### src/hdl/heading_twist_controller_macros.svh
// Assertion macros for the heading twist controller.
`ifndef HEADING_TWIST_CONTROLLER_MACROS_SVH
`define HEADING_TWIST_CONTROLLER_MACROS_SVH

// Same-cycle implication, checked on every rising clock edge outside reset.
`define HTC_ASSERT_NOW(label, clk, rst, ante, cons, msg) \
   label: assert property (@(posedge clk) disable iff (rst) (ante) |-> (cons)) \
      else $error(msg);

// Next-cycle implication.
`define HTC_ASSERT_NEXT(label, clk, rst, ante, cons, msg) \
   label: assert property (@(posedge clk) disable iff (rst) (ante) |=> (cons)) \
      else $error(msg);

`endif

### src/hdl/htc_pkg.sv
// Shared types and constants of the heading twist controller.
package htc_pkg;

   localparam int AngleW    = 32;
   localparam int TimeW     = 32;
   localparam int SpeedW    = 7;
   localparam int LimitW    = 16;
   localparam int CsrIndexW = 3;
   localparam int CsrDataW  = 16;

   // Wrapped angle: 9-bit degrees above 8 fraction bits, 0 .. 92159.
   localparam int FracW     = 8;
   localparam int DegW      = 9;
   localparam int WrapW     = DegW + FracW;
   localparam int DeltaW    = WrapW + 1;
   localparam int Deg360    = 360;
   localparam int FullTurn  = Deg360 << FracW;

   localparam logic [SpeedW-1:0] TwistSpeedRst = 7'd50;
   localparam logic [LimitW-1:0] CoarseThrRst  = 16'd1280;
   localparam logic [SpeedW-1:0] BrakeSpeedRst = 7'd10;
   localparam logic [SpeedW-1:0] FineSpeedRst  = 7'd20;
   localparam logic [LimitW-1:0] SettleMsRst   = 16'd50;
   localparam logic [LimitW-1:0] FineTolRst    = 16'd256;

   typedef enum logic [CsrIndexW-1:0] {
      CSR_TWIST_SPEED      = 3'd0,
      CSR_COARSE_THRESHOLD = 3'd1,
      CSR_BRAKE_SPEED      = 3'd2,
      CSR_FINE_SPEED       = 3'd3,
      CSR_SETTLE_MS        = 3'd4,
      CSR_FINE_TOLERANCE   = 3'd5
   } htc_csr_type;

   typedef enum logic {
      CMD_START = 1'b0,
      CMD_TICK  = 1'b1
   } htc_cmd_type;

   typedef enum logic [1:0] {
      MODE_CCW     = 2'd0,
      MODE_CW      = 2'd1,
      MODE_SHORTER = 2'd2
   } htc_mode_type;

   typedef struct packed {
      logic                    command;
      logic signed [AngleW-1:0] heading;
      logic signed [AngleW-1:0] target_heading;
      logic [1:0]              turn_mode;
      logic [TimeW-1:0]        now_ms;
   } htc_req_type;

   typedef struct packed {
      logic              drive_update;
      logic              left_reverse;
      logic [SpeedW-1:0] left_speed;
      logic              right_reverse;
      logic [SpeedW-1:0] right_speed;
      logic              motors_stop;
      logic              busy_res;
   } htc_rsp_type;

endpackage

### src/hdl/htc_if.sv
// Valid/ready channel interfaces for the request and response transactions.
interface htc_req_if;
   import htc_pkg::*;
   logic        valid;
   logic        ready;
   htc_req_type payload;
   modport source (output valid, output payload, input ready);
   modport sink (input valid, input payload, output ready);
endinterface

interface htc_rsp_if;
   import htc_pkg::*;
   logic        valid;
   logic        ready;
   htc_rsp_type payload;
   modport source (output valid, output payload, input ready);
   modport sink (input valid, input payload, output ready);
endinterface

### src/hdl/htc_wrap.sv
// Wraps a signed fixed-point angle into [0, 360) degrees.
module htc_wrap (
   input  logic signed [htc_pkg::AngleW-1:0] angle,
   output logic [htc_pkg::WrapW-1:0]         wrapped
);
   import htc_pkg::*;

   // Whole degrees split into a signed top byte and two unsigned bytes;
   // the top and middle bytes' weights reduced mod 360 by constant tables.
   logic [DegW-1:0]   hi_res [256];
   logic [DegW-1:0]   mid_res [256];
   logic [7:0]        hi_byte;
   logic [7:0]        mid_byte;
   logic [7:0]        lo_byte;
   logic [DegW+1:0]   res_sum;
   logic [DegW-1:0]   deg;

   for (genvar g = 0; g < 256; g++) begin : g_res
      localparam int SByte  = (g < 128) ? g : g - 256;
      localparam int HiRes  = (((SByte * 65536) % Deg360) + Deg360) % Deg360;
      localparam int MidRes = (g * 256) % Deg360;
      assign hi_res[g]  = DegW'(HiRes);
      assign mid_res[g] = DegW'(MidRes);
   end

   assign hi_byte  = angle[31:24];
   assign mid_byte = angle[23:16];
   assign lo_byte  = angle[15:8];

   always_comb begin
      res_sum = (DegW+2)'(hi_res[hi_byte]) + (DegW+2)'(mid_res[mid_byte])
              + (DegW+2)'(lo_byte);
      if (res_sum >= (DegW+2)'(2 * Deg360)) begin
         deg = DegW'(res_sum - (DegW+2)'(2 * Deg360));
      end else if (res_sum >= (DegW+2)'(Deg360)) begin
         deg = DegW'(res_sum - (DegW+2)'(Deg360));
      end else begin
         deg = DegW'(res_sum);
      end
   end

   assign wrapped = {deg, angle[FracW-1:0]};

endmodule

### src/hdl/heading_twist_controller.sv
// Top level of the in-place heading twist controller.
//
//  channel   dir  handshake     payload
//  req_chan  in   valid/ready   command, heading, target_heading, turn_mode, now_ms
//  rsp_chan  out  valid/ready   drive_update, speeds, directions, motors_stop, busy_res
//  csr_*     in   csr_we        csr_index, csr_wdata (write only)
//
// One transaction per cycle sustained while the output is not stalled. Three
// register stages: input register, wrapped-angle register (two mod-360 table
// reductions), result register. Turn state updates as a result enters the
// output register. Reset is synchronous: it empties the pipeline, clears the
// turn state and loads register defaults. A stalled output backs ready up stage
// by stage, so up to three transactions are held.
`include "heading_twist_controller_macros.svh"

module heading_twist_controller (
   input  logic                          clock,
   input  logic                          reset,
   htc_req_if.sink                       req_chan,
   htc_rsp_if.source                     rsp_chan,
   input  logic                          csr_we,
   input  logic [htc_pkg::CsrIndexW-1:0] csr_index,
   input  logic [htc_pkg::CsrDataW-1:0]  csr_wdata
);
   import htc_pkg::*;

   // configuration
   logic [SpeedW-1:0] twist_speed_ff;
   logic [LimitW-1:0] coarse_thr_ff;
   logic [SpeedW-1:0] brake_speed_ff;
   logic [SpeedW-1:0] fine_speed_ff;
   logic [LimitW-1:0] settle_ms_ff;
   logic [LimitW-1:0] fine_tol_ff;

   // pipeline
   logic             s1_valid_ff, s1_valid_in;
   htc_req_type      s1_data_ff;
   logic             s2_valid_ff, s2_valid_in;
   htc_req_type      s2_data_ff;
   logic [WrapW-1:0] s2_target_ff;
   logic [WrapW-1:0] s2_head_ff;
   logic             rsp_valid_ff, rsp_valid_in;
   htc_rsp_type      rsp_data_ff, rsp_data_in;
   logic             s1_free, s2_free, rsp_load;
   logic [WrapW-1:0] target_wrap, head_wrap;

   // turn state
   logic [AngleW-1:0] goal_ff, goal_in;
   logic              pos_turn_ff, pos_turn_in;
   logic              neg_turn_ff, neg_turn_in;
   logic              turning_ff, turning_in;
   logic              braked_ff, braked_in;
   logic [TimeW-1:0]  brake_time_ff, brake_time_in;

   // start decision
   logic signed [DeltaW-1:0] d1;
   logic [WrapW-1:0]         abs_d1;
   logic [WrapW-1:0]         d2;
   logic signed [DeltaW-1:0] ccw, cw, delta;
   logic [WrapW-1:0]         abs_ccw, abs_cw;

   // tick decision
   logic [AngleW-1:0]        err;
   logic signed [AngleW:0]   err_x;
   logic signed [AngleW:0]   thr_x, tol_x;
   logic                     err_pos;
   logic [TimeW-1:0]         elapsed;

   function automatic htc_rsp_type drive_cmd(logic ccw_spin, logic [SpeedW-1:0] spd);
      htc_rsp_type r;
      r = '0;
      r.drive_update  = 1'b1;
      r.left_reverse  = ccw_spin;
      r.left_speed    = spd;
      r.right_reverse = !ccw_spin;
      r.right_speed   = spd;
      return r;
   endfunction

   // ---------------- configuration writes ----------------
   always_ff @(posedge clock) begin
      if (reset) begin
         twist_speed_ff <= TwistSpeedRst;
         coarse_thr_ff  <= CoarseThrRst;
         brake_speed_ff <= BrakeSpeedRst;
         fine_speed_ff  <= FineSpeedRst;
         settle_ms_ff   <= SettleMsRst;
         fine_tol_ff    <= FineTolRst;
      end else if (csr_we) begin
         case (htc_csr_type'(csr_index))
            CSR_TWIST_SPEED:      twist_speed_ff <= csr_wdata[SpeedW-1:0];
            CSR_COARSE_THRESHOLD: coarse_thr_ff  <= csr_wdata;
            CSR_BRAKE_SPEED:      brake_speed_ff <= csr_wdata[SpeedW-1:0];
            CSR_FINE_SPEED:       fine_speed_ff  <= csr_wdata[SpeedW-1:0];
            CSR_SETTLE_MS:        settle_ms_ff   <= csr_wdata;
            CSR_FINE_TOLERANCE:   fine_tol_ff    <= csr_wdata;
            default: ;
         endcase
      end
   end

   // ---------------- pipeline flow ----------------
   assign rsp_load = s2_valid_ff && (!rsp_valid_ff || rsp_chan.ready);
   assign s2_free  = !s2_valid_ff || rsp_load;
   assign s1_free  = !s1_valid_ff || s2_free;

   assign req_chan.ready  = s1_free;
   assign rsp_chan.valid  = rsp_valid_ff;
   assign rsp_chan.payload = rsp_data_ff;

   always_comb begin
      s1_valid_in  = s1_free ? req_chan.valid : s1_valid_ff;
      s2_valid_in  = s2_free ? s1_valid_ff : s2_valid_ff;
      rsp_valid_in = rsp_load ? 1'b1 : (rsp_chan.ready ? 1'b0 : rsp_valid_ff);
   end

   always_ff @(posedge clock) begin
      if (reset) begin
         s1_valid_ff  <= 1'b0;
         s2_valid_ff  <= 1'b0;
         rsp_valid_ff <= 1'b0;
      end else begin
         s1_valid_ff  <= s1_valid_in;
         s2_valid_ff  <= s2_valid_in;
         rsp_valid_ff <= rsp_valid_in;
      end
   end

   htc_wrap u_wrap_target (
      .angle   (s1_data_ff.target_heading),
      .wrapped (target_wrap)
   );

   htc_wrap u_wrap_head (
      .angle   (s1_data_ff.heading),
      .wrapped (head_wrap)
   );

   always_ff @(posedge clock) begin
      if (s1_free) begin
         s1_data_ff <= req_chan.payload;
      end
      if (s2_free) begin
         s2_data_ff   <= s1_data_ff;
         s2_target_ff <= target_wrap;
         s2_head_ff   <= head_wrap;
      end
      if (rsp_load) begin
         rsp_data_ff <= rsp_data_in;
      end
   end

   // ---------------- start: pick the turn ----------------
   always_comb begin
      d1     = $signed({1'b0, s2_target_ff}) - $signed({1'b0, s2_head_ff});
      abs_d1 = d1[DeltaW-1] ? WrapW'(-d1) : WrapW'(d1);
      d2     = WrapW'(FullTurn) - abs_d1;
      if (d1 > 0) begin
         ccw     = d1;
         cw      = -$signed({1'b0, d2});
         abs_ccw = abs_d1;
         abs_cw  = d2;
      end else begin
         ccw     = $signed({1'b0, d2});
         cw      = d1;
         abs_ccw = d2;
         abs_cw  = abs_d1;
      end
      case (htc_mode_type'(s2_data_ff.turn_mode))
         MODE_CCW: delta = ccw;
         MODE_CW:  delta = cw;
         default:  delta = (abs_ccw < abs_cw) ? ccw : cw;
      endcase
   end

   // ---------------- tick: error and timer ----------------
   always_comb begin
      err     = goal_ff - s2_data_ff.heading;
      err_x   = $signed({err[AngleW-1], err});
      err_pos = !err[AngleW-1] && (err != '0);
      thr_x   = $signed({{(AngleW+1-LimitW){1'b0}}, coarse_thr_ff});
      tol_x   = $signed({{(AngleW+1-LimitW){1'b0}}, fine_tol_ff});
      elapsed = s2_data_ff.now_ms - brake_time_ff;
   end

   // ---------------- next state and result ----------------
   always_comb begin
      rsp_data_in   = '0;
      goal_in       = goal_ff;
      pos_turn_in   = pos_turn_ff;
      neg_turn_in   = neg_turn_ff;
      turning_in    = turning_ff;
      braked_in     = braked_ff;
      brake_time_in = brake_time_ff;
      if (s2_data_ff.command == CMD_START) begin
         goal_in     = s2_data_ff.heading + {{(AngleW-DeltaW){delta[DeltaW-1]}}, delta};
         pos_turn_in = !delta[DeltaW-1] && (delta != '0);
         neg_turn_in = delta[DeltaW-1];
         turning_in  = 1'b1;
         braked_in   = 1'b0;
      end else if (turning_ff) begin
         if (!braked_ff) begin
            if ((pos_turn_ff && (err_x > thr_x)) || (neg_turn_ff && (err_x < -thr_x))) begin
               rsp_data_in = drive_cmd(err_pos, twist_speed_ff);
            end else begin
               // coarse phase over: reverse pulse against the turn direction
               braked_in     = 1'b1;
               brake_time_in = s2_data_ff.now_ms;
               rsp_data_in   = drive_cmd(!pos_turn_ff, brake_speed_ff);
            end
         end else if (elapsed > {{(TimeW-LimitW){1'b0}}, settle_ms_ff}) begin
            if (err_x > tol_x) begin
               rsp_data_in = drive_cmd(1'b1, fine_speed_ff);
            end else if (err_x < -tol_x) begin
               rsp_data_in = drive_cmd(1'b0, fine_speed_ff);
            end else begin
               turning_in               = 1'b0;
               rsp_data_in.drive_update = 1'b1;
               rsp_data_in.motors_stop  = 1'b1;
            end
         end
      end
      rsp_data_in.busy_res = turning_in;
   end

   always_ff @(posedge clock) begin
      if (reset) begin
         goal_ff       <= '0;
         pos_turn_ff   <= 1'b0;
         neg_turn_ff   <= 1'b0;
         turning_ff    <= 1'b0;
         braked_ff     <= 1'b0;
         brake_time_ff <= '0;
      end else if (rsp_load) begin
         goal_ff       <= goal_in;
         pos_turn_ff   <= pos_turn_in;
         neg_turn_ff   <= neg_turn_in;
         turning_ff    <= turning_in;
         braked_ff     <= braked_in;
         brake_time_ff <= brake_time_in;
      end
   end

   // ---------------- assertions ----------------
   `HTC_ASSERT_NOW(a_busy_tracks_state, clock, reset, rsp_valid_ff, rsp_data_ff.busy_res == turning_ff, "busy_res disagrees with turn state")
   `HTC_ASSERT_NOW(a_stop_ends_turn, clock, reset, rsp_valid_ff && rsp_data_ff.motors_stop, rsp_data_ff.drive_update && !rsp_data_ff.busy_res && rsp_data_ff.left_speed == '0 && rsp_data_ff.right_speed == '0, "stop transaction malformed")
   `HTC_ASSERT_NOW(a_brake_while_turning, clock, reset, $rose(braked_ff), turning_ff && rsp_valid_ff && rsp_data_ff.drive_update, "brake set outside a turn")
   `HTC_ASSERT_NEXT(a_no_result_without_item, clock, reset, !s2_valid_ff && !rsp_valid_ff, !rsp_valid_ff, "result appeared with empty pipeline")

endmodule
### src/flat_wrapper.sv
// flat-port wrapper written by rule: the top's interface ports become plain ports
module heading_twist_controller_flat import htc_pkg::*;
  (clock, reset, csr_we, csr_index, csr_wdata, req_chan_valid, req_chan_payload, req_chan_ready, rsp_chan_valid, rsp_chan_payload, rsp_chan_ready);
  htc_req_if req_chan_i ();
  htc_rsp_if rsp_chan_i ();
  input  logic clock;
  input  logic reset;
  input  logic csr_we;
  input  logic [htc_pkg::CsrIndexW-1:0] csr_index;
  input  logic [htc_pkg::CsrDataW-1:0] csr_wdata;
  input wire logic [$bits(req_chan_i.valid)-1:0] req_chan_valid;
  input wire logic [$bits(req_chan_i.payload)-1:0] req_chan_payload;
  output wire logic [$bits(req_chan_i.ready)-1:0] req_chan_ready;
  output wire logic [$bits(rsp_chan_i.valid)-1:0] rsp_chan_valid;
  output wire logic [$bits(rsp_chan_i.payload)-1:0] rsp_chan_payload;
  input wire logic [$bits(rsp_chan_i.ready)-1:0] rsp_chan_ready;
  assign req_chan_i.valid = req_chan_valid;
  assign req_chan_i.payload = req_chan_payload;
  assign req_chan_ready = req_chan_i.ready;
  assign rsp_chan_valid = rsp_chan_i.valid;
  assign rsp_chan_payload = rsp_chan_i.payload;
  assign rsp_chan_i.ready = rsp_chan_ready;
  heading_twist_controller u_core (.clock(clock), .reset(reset), .req_chan(req_chan_i), .rsp_chan(rsp_chan_i), .csr_we(csr_we), .csr_index(csr_index), .csr_wdata(csr_wdata));
endmodule
### config.mk
export PLATFORM = sky130hd
export DESIGN_NAME = heading_twist_controller_flat
export DESIGN_NICKNAME = d
export VERILOG_FILES = /design/src/hdl/htc_pkg.sv /design/src/hdl/htc_if.sv /design/src/hdl/htc_wrap.sv /design/src/hdl/heading_twist_controller.sv /design/src/flat_wrapper.sv
export VERILOG_INCLUDE_DIRS = /design/src /design/src/hdl
export SDC_FILE = /design/constraint.sdc
export NUM_CORES = 1
export LEC_CHECK = 0
export ABC_AREA = 1
export ABC_CLOCK_PERIOD_IN_PS = 13600
export BUFFER_PORTS_ARGS = -buffer_cell sky130_fd_sc_hd__buf_2
export CORE_MARGIN = 5
export CORE_UTILIZATION = 30
export CTS_CLUSTER_SIZE = 20
export DETAILED_ROUTE_END_ITERATION = 6
export GPL_TIMING_DRIVEN = 0
export SETUP_SLACK_MARGIN = 0.2
export SYNTH_ARGS = -nofsm -noshare
export SYNTH_HDL_FRONTEND = slang
export SYNTH_SLANG_ARGS = --single-unit
export TNS_END_PERCENT = 50
### constraint.sdc
create_clock -name clock -period 13.6 [get_ports clock]
set_clock_uncertainty 0.1 [all_clocks]
set_input_delay 0.68 -clock clock [delete_from_list [all_inputs] [get_ports clock]]
set_output_delay 0.68 -clock clock [all_outputs]
set_load 0.1 [all_outputs]
## After elaboration in Yosys (flattened, before gate mapping)

Memory sizes are Yosys's and may differ from the RTL's.
Index checks and enable logic that the tools add are counted.

| cells by class | value |
|---|---|
| bitwise gates (word level) | 7 |
| eq/ne operators | 7 |
| add/sub/neg operators | 17 |
| $lt $le $gt $ge | 15 |
| reductions and logical operators | 31 |
| muxes and demuxes | 37 |

Operator list:

| cell | number |
|---|---|
| two-way mux 9 bit | 12 |
| two-way mux 18 bit | 5 |
| less-than comparator 32 x 33 -> 1 bit | 2 |
| negator 16 -> 33 bit | 2 |
| > comparator 32 x 17 -> 1 bit | 2 |
| subtractor 32 bit | 2 |
| two-way mux 17 bit | 3 |
| two-way mux 19 bit | 2 |
| greater-or-equal comparator 9 bit (second input constant) | 4 |
| inverter 8 -> 9 bit | 4 |
| one-hot mux 18 bit (2 select lines) | 1 |
| adder 32 bit | 1 |
| > comparator 32 x 16 -> 1 bit | 1 |
| nonzero test 32 bit | 1 |
| adder 10 x 8 -> 11 bit | 2 |
| greater-or-equal comparator 11 x 10 -> 1 bit (second input constant) | 2 |
| greater-or-equal comparator 11 x 9 -> 1 bit (second input constant) | 2 |
| adder 9 x 9 -> 10 bit | 2 |
| > comparator 18 x 1 -> 1 bit (second input constant) | 1 |
| negator 17 -> 18 bit | 1 |
| AND reduction 2 bit | 9 |
| nonzero test 18 bit | 1 |
| subtractor 17 x 17 -> 18 bit | 1 |
| subtractor 9 x 8 -> 9 bit (second input constant) | 2 |
| other kinds (19) | 49 |

| storage, ports and cells | value |
|---|---|
| input bits | 123 |
| ROM bits | 9216 |
| logic and storage cells | 151 |
| output and inout port bits | 21 |
| memories | 4 |
| flip-flop bits (word level) | 359 |

Memory list:

| memory | words | bits a word | read ports | clocked after memory_dff | wr ports | line | source |
|---|---|---|---|---|---|---|---|
| (no name shown) | 256 | 9 | 1 | 0 | 0 | htc_wrap.sv:31 | `res_sum = (DegW+2)'(hi_res[hi_byte]) + (DegW+2)'(mid_res[mid_byte])` |
| (no name shown) | 256 | 9 | 1 | 0 | 0 | htc_wrap.sv:31 |  |
| (no name shown) | 256 | 9 | 1 | 0 | 0 | htc_wrap.sv:31 |  |
| (no name shown) | 256 | 9 | 1 | 0 | 0 | htc_wrap.sv:31 |  |

## Logic depth before layout (Yosys ltp)

| depth | value |
|---|---|
| depth in word-level cells | 10 |
| gate-level depth with buffers | 60 |
| gate-level depth less buffers | 60 |

## By module

From an unflattened synthesis, not the netlist that was laid out.

| unflattened totals | value |
|---|---|
| cells, all modules | 4589 |
| area, all modules | 32175.9 µm² |

By module, submodules not included:

| module | area an instance (µm²) | seq. area each (µm²) | cells each | times used |
|---|---|---|---|---|
| heading_twist_controller | 23760.3 | 9168.8 | 2931 | 1 |
| htc_wrap at u_core.u_wrap_target | 4226.6 | 0.0 | 832 | 1 |
| htc_wrap at u_core.u_wrap_head | 4189.0 | 0.0 | 826 | 1 |

## Worst setup path before layout

Ideal clock, no wire load.

| path | value |
|---|---|
| path type | register to register |
| start point | register u_core.s2_head_ff[0] |
| end point | register u_core.goal_ff[29] |
| library setup time | 0.113 ns |
| clock period less this slack | 7.137 ns |
| buffers on the path | 3 |
| path slack | 6.463 ns |
| data arrival time | 6.924 ns |
| stages on the path, launching flop included | 51 |
| required time | 13.387 ns |
| cell sequence | edfxtp_1 -> ha_1 -> inv_2 -> fa_1 -> inv_1 -> ha_1 -> inv_1 -> nor2_1 -> nand3_1 -> nor2_1 -> nand2_1 -> nor2_2 -> nand4_1 -> nand2_2 -> clkinv_1 -> clkbuf_1 -> clkbuf_1 -> clkbuf_1 -> [15 not listed] -> a21oi_1 -> o21ai_1 -> a31oi_1 -> o21ai_1 -> a21boi_0 -> o21ai_1 -> a21boi_0 -> o21ai_1 -> nand2_1 -> nand2_1 -> nand2_1 -> nand2_1 -> nand3_1 -> nand2_1 -> nand2_1 -> a21oi_1 -> o21ai_1 -> inv_1 |

| between the ends | value |
|---|---|
| cells in the longest elaborated chain, start to end | 9 |
| elaborated cells on any way between the ends | 14 |
| classes of those cells | 5 x add/sub; 2 x order compare; 7 x mux |

Ends and longest elaborated chain:

| element | line | source |
|---|---|---|
| start, declared | heading_twist_controller.sv:41 | `logic [WrapW-1:0] s2_head_ff;` |
| start signal, assigned | heading_twist_controller.sv:146 | `s2_head_ff <= head_wrap;` |
| subtractor 17 x 17 -> 18 bit (*) | heading_twist_controller.sv:155 | `d1 = $signed({1'b0, s2_target_ff}) - $signed({1'b0, s2_head_ff});` |
| negator 17 bit | heading_twist_controller.sv:156 | `abs_d1 = d1[DeltaW-1] ? WrapW'(-d1) : WrapW'(d1);` |
| two-way mux 17 bit | heading_twist_controller.sv:156 |  |
| subtractor 17 bit | heading_twist_controller.sv:157 | `d2 = WrapW'(FullTurn) - abs_d1;` |
| negator 17 -> 18 bit / two-way mux 17 bit (equally long branches) | heading_twist_controller.sv:160, heading_twist_controller.sv:158 |  |
| two-way mux 18 bit / less-than comparator 17 bit (equally long branches) | heading_twist_controller.sv:158, heading_twist_controller.sv:172 |  |
| two-way mux 18 bit | heading_twist_controller.sv:172 | `default: delta = (abs_ccw < abs_cw) ? ccw : cw;` |
| one-hot mux 18 bit (2 select lines) (*) | heading_twist_controller.sv:169 | `case (htc_mode_type'(s2_data_ff.turn_mode))` |
| adder 32 bit (*) | heading_twist_controller.sv:196 | `goal_in = s2_data_ff.heading + {{(AngleW-DeltaW){delta[DeltaW-1]}}, delta};` |
| end signal, assigned | heading_twist_controller.sv:235 | `goal_ff <= goal_in;` |
| end, declared | heading_twist_controller.sv:48 | `logic [AngleW-1:0] goal_ff, goal_in;` |

Every way passes the cells marked *; elsewhere a longest branch is shown, timed or not.
A chain may end at the register's enable or synchronous reset.

## Worst setup path in the final report

Same ends and word-level chain as after synthesis.

==> metrics.txt <==
WL final=about 100000 um; drt wl/cell=approximately 17 um; Clock Pin Slew Worst Setup and Hold Paths=0.06 ns; DRT Pass-1 Iters=6; pin count of the biggest net entering global routing=between 60 and 70; TritonCTS clock tree=built; Clock power frac=0.143; critical path type=reg2reg; Seq/Total Area, Yosys=0.2876; CP max-delay cell=fa_1; Yosys warnings=0; number of diodes=0; # rows=117; Syn Inst Count=approximately 4.3k; number of global-route vias before repair=29.23k; GR Util All Layers=0.1775; total number of vias=between 30k and 40k; Worst Setup End Kind=register; Peak VDD IR=between 200 and 250 uV; H-Tree Depth=2; first-pass GRT wire length=around 160000 um; DRC Markers=0; Pwr Density=between 200 and 250 nW/um^2; crit share post-route=0.6851; crit-path max FO=10; share of cells above drive strength 1=0.08057; Initial Util=0.3021; synth-to-layout area growth=13.24%; Die Span Y=approximately 330 um; status=finished, final reports clean; min Tclk post-route=9.317 ns; most common cell after layout, fill and taps aside=nand2_1; post-synthesis cell area=slightly above 30000 um^2; Final Hold Vio Count=0; combinational share of power=0.715; setup bufs post-CTS=0; root cell of the clock tree=clkbuf_16; Worst EP arrival=a little under 10 ns; die area=between 100000 and 150000 um^2; clk buf depth=3; largest cells by area after synthesis=edfxtp_1 20%, ha_1 13%, nand2_1 10%; most frequent cells in the layout=857 x nand2_1, 556 x inv_1, 433 x nor2_1; DR iter-0 viols=around 2.4k; CP Launch Type=register; Netlist cell types=between 70 and 80; pre-CTS setup slack=approximately 4.4 ns; max incr delay on CP=around 0.53 ns; #FFs+latches synth=roughly 340; die width=about 330 um; Yosys top cell by area=edfxtp_1; Synthesized Nets=about 4.8k; number of synthesized flops with an enable pin=around 200; register share of total power=0.143; CTS Buf Count=45; gp weighted congestion=slightly below 1; number of setup violations in the final report=0; Detail Route Antenna Nets=0; RSZ-0062 raised after global routing=no; CTS Hold Bufs=0; Avg Inst Size Synth=around 7 um^2; max cap viols=0; P_leak=around 0.016 uW; antenna violations before repair=1; Fmax=approximately 110 MHz; actual slew at the worst max-slew pin=around 1.0 ns; Net count, final=slightly below 5k; Main synth FF type=edfxtp_1; fin. max-slew vios=0; Psw=between 4000 and 5000 uW; Via-to-Cell Ratio=between 5 and 6; ys async rst share=0; Hold WC Path Type=in2reg; setup_tns=0 ns; internal power=between 4000 and 5000 uW; # clock sinks=341; HPWL Detailed=a little under 80000 um; post-synth top area share=0.1964; worst setup margin=about 4.3 ns; most frequent CP cell=nand2_1; Buffers on Ports=143; IO Pins=~140; CP Data Required Time=between 10 and 15 ns; GRT overflow=0; core area=101700 um^2; switching share of total power=0.5226; CTS resizes=0; worst rel slew slack=0.3037; worst skew pair latency=~0.64 ns
## worst paths after layout
check                                     startpoint              endpoint  slack [ns]  cells after the start
worst max-delay path            u_core.s2_head_ff[0]    u_core.goal_ff[29]        4.28                     50
worst min-delay path             req_chan_payload[8]  u_core.s1_data_ff[8]        0.11                      1
worst max register to register  u_core.s2_head_ff[0]    u_core.goal_ff[29]        4.28                     50
worst min register to register  u_core.s1_data_ff[9]  u_core.s2_data_ff[9]        0.32                      0
## power groups by stage
stage | logic [uW] | registers [uW] | clock network [uW]
6_report | 6140 | 1230 | 1230
4_1_cts | 6090 | 1230 | 1270
3_5_place_dp | 6050 | 1250 | 0
3_3_place_gp | 6020 | 1250 | 0
5_1_grt | 6990 | 1240 | 1310
2_1_floorplan | 4810 | 1240 | 0
## stage by stage
| step | hold slack (ns) | cells | area [um^2] | utilization | power [uW] |
|---|---|---|---|---|---|
| 4_1_cts | 0.07114 | 5923 | 34800 | 0.3420 | 8592 |
| 3_3_place_gp | 0.3008 | 5836 | 33160 | 0.3260 | 7265 |
| 2_1_floorplan | 0.3003 | 4325 | 30740 | - | 6043 |
| 5_1_grt | 0.08874 | 5923 | 34810 | 0.3421 | 9531 |
| 3_5_place_dp | 0.3045 | 5839 | 33260 | 0.3269 | 7304 |
| 6_report | 0.1138 | 5923 | 34810 | 0.3421 | 8596 |
## logic make-up (layout without fill, tap and decap cells)
family / Yosys count / count (layout) / share of synthesized area
and+or+nand+nor: 1778 / 1778 / 0.2489
buffers and inverters: 733 / 963 / 0.09240
DFF: 341 / 341 / 0.2876
adders and majority gates: 333 / 333 / 0.1395
xor gates and xnor gates: 130 / 130 / 0.03765
AOI/OAI and AO/OA: 1010 / 1010 / 0.1940
## synthesized netlist by cell type (all sizes together) (36+ instances only)
master,number
nand2,902
inv,573
nor2,457
a21oi,356
o21ai,339
ha,317
nand3,284
edfxtp,201
dfxtp,140
clkbuf,112
xor2,94
o211ai,76
nand4,43
nor3,43
buf,38
xnor2,36
## registers in the layout, indices dropped and copies added, names as in the netlist, 7 cells and up
| signal | flops |
|---|---|
| u_core.brake_time_ff | 32 |
| u_core.twist_speed_ff | 7 |
| u_core.s2_data_ff | 56 |
| u_core.coarse_thr_ff | 16 |
| u_core.s2_target_ff | 17 |
| u_core.fine_tol_ff | 16 |
| u_core.settle_ms_ff | 16 |
| u_core.goal_ff | 32 |
| u_core.brake_speed_ff | 7 |
| u_core.rsp_chan.payload | 12 |
| u_core.fine_speed_ff | 7 |
| u_core.s2_head_ff | 17 |
| u_core.s1_data_ff | 99 |
## worst max-delay path, delay by kind of cell (launching register included)
| family | cells | cell delay, ns |
|---|---|---|
| compound gates | 15 | 2.96 |
| fa+ha+maj | 5 | 1.69 |
| buf+inv | 9 | 1.58 |
| flops | 1 | 0.45 |
| simple gates | 21 | 2.37 |
## final cells by class
class                   instances  area [um^2]
fillers                     10930        66930
multi-input cells            3251        19070
flip-flops and latches        341         8838
inverters                     583         2191
well taps                    1368         1712
clock buffers                  58         1249
repair buffers                146        798.3
plain buffers                 150        651.9
clock inverters                26        294.0
## layer usage
layer,track usage,vias to the layer above,share of wire
met3,0.02172,177,0.059
met5,0,-,0.00014
li1,-,15120,-
met1,0.2420,14100,0.46
met2,0.2953,1031,0.46
met4,0.05313,2,0.028
Note: power is estimated with default switching activity, not from simulation.
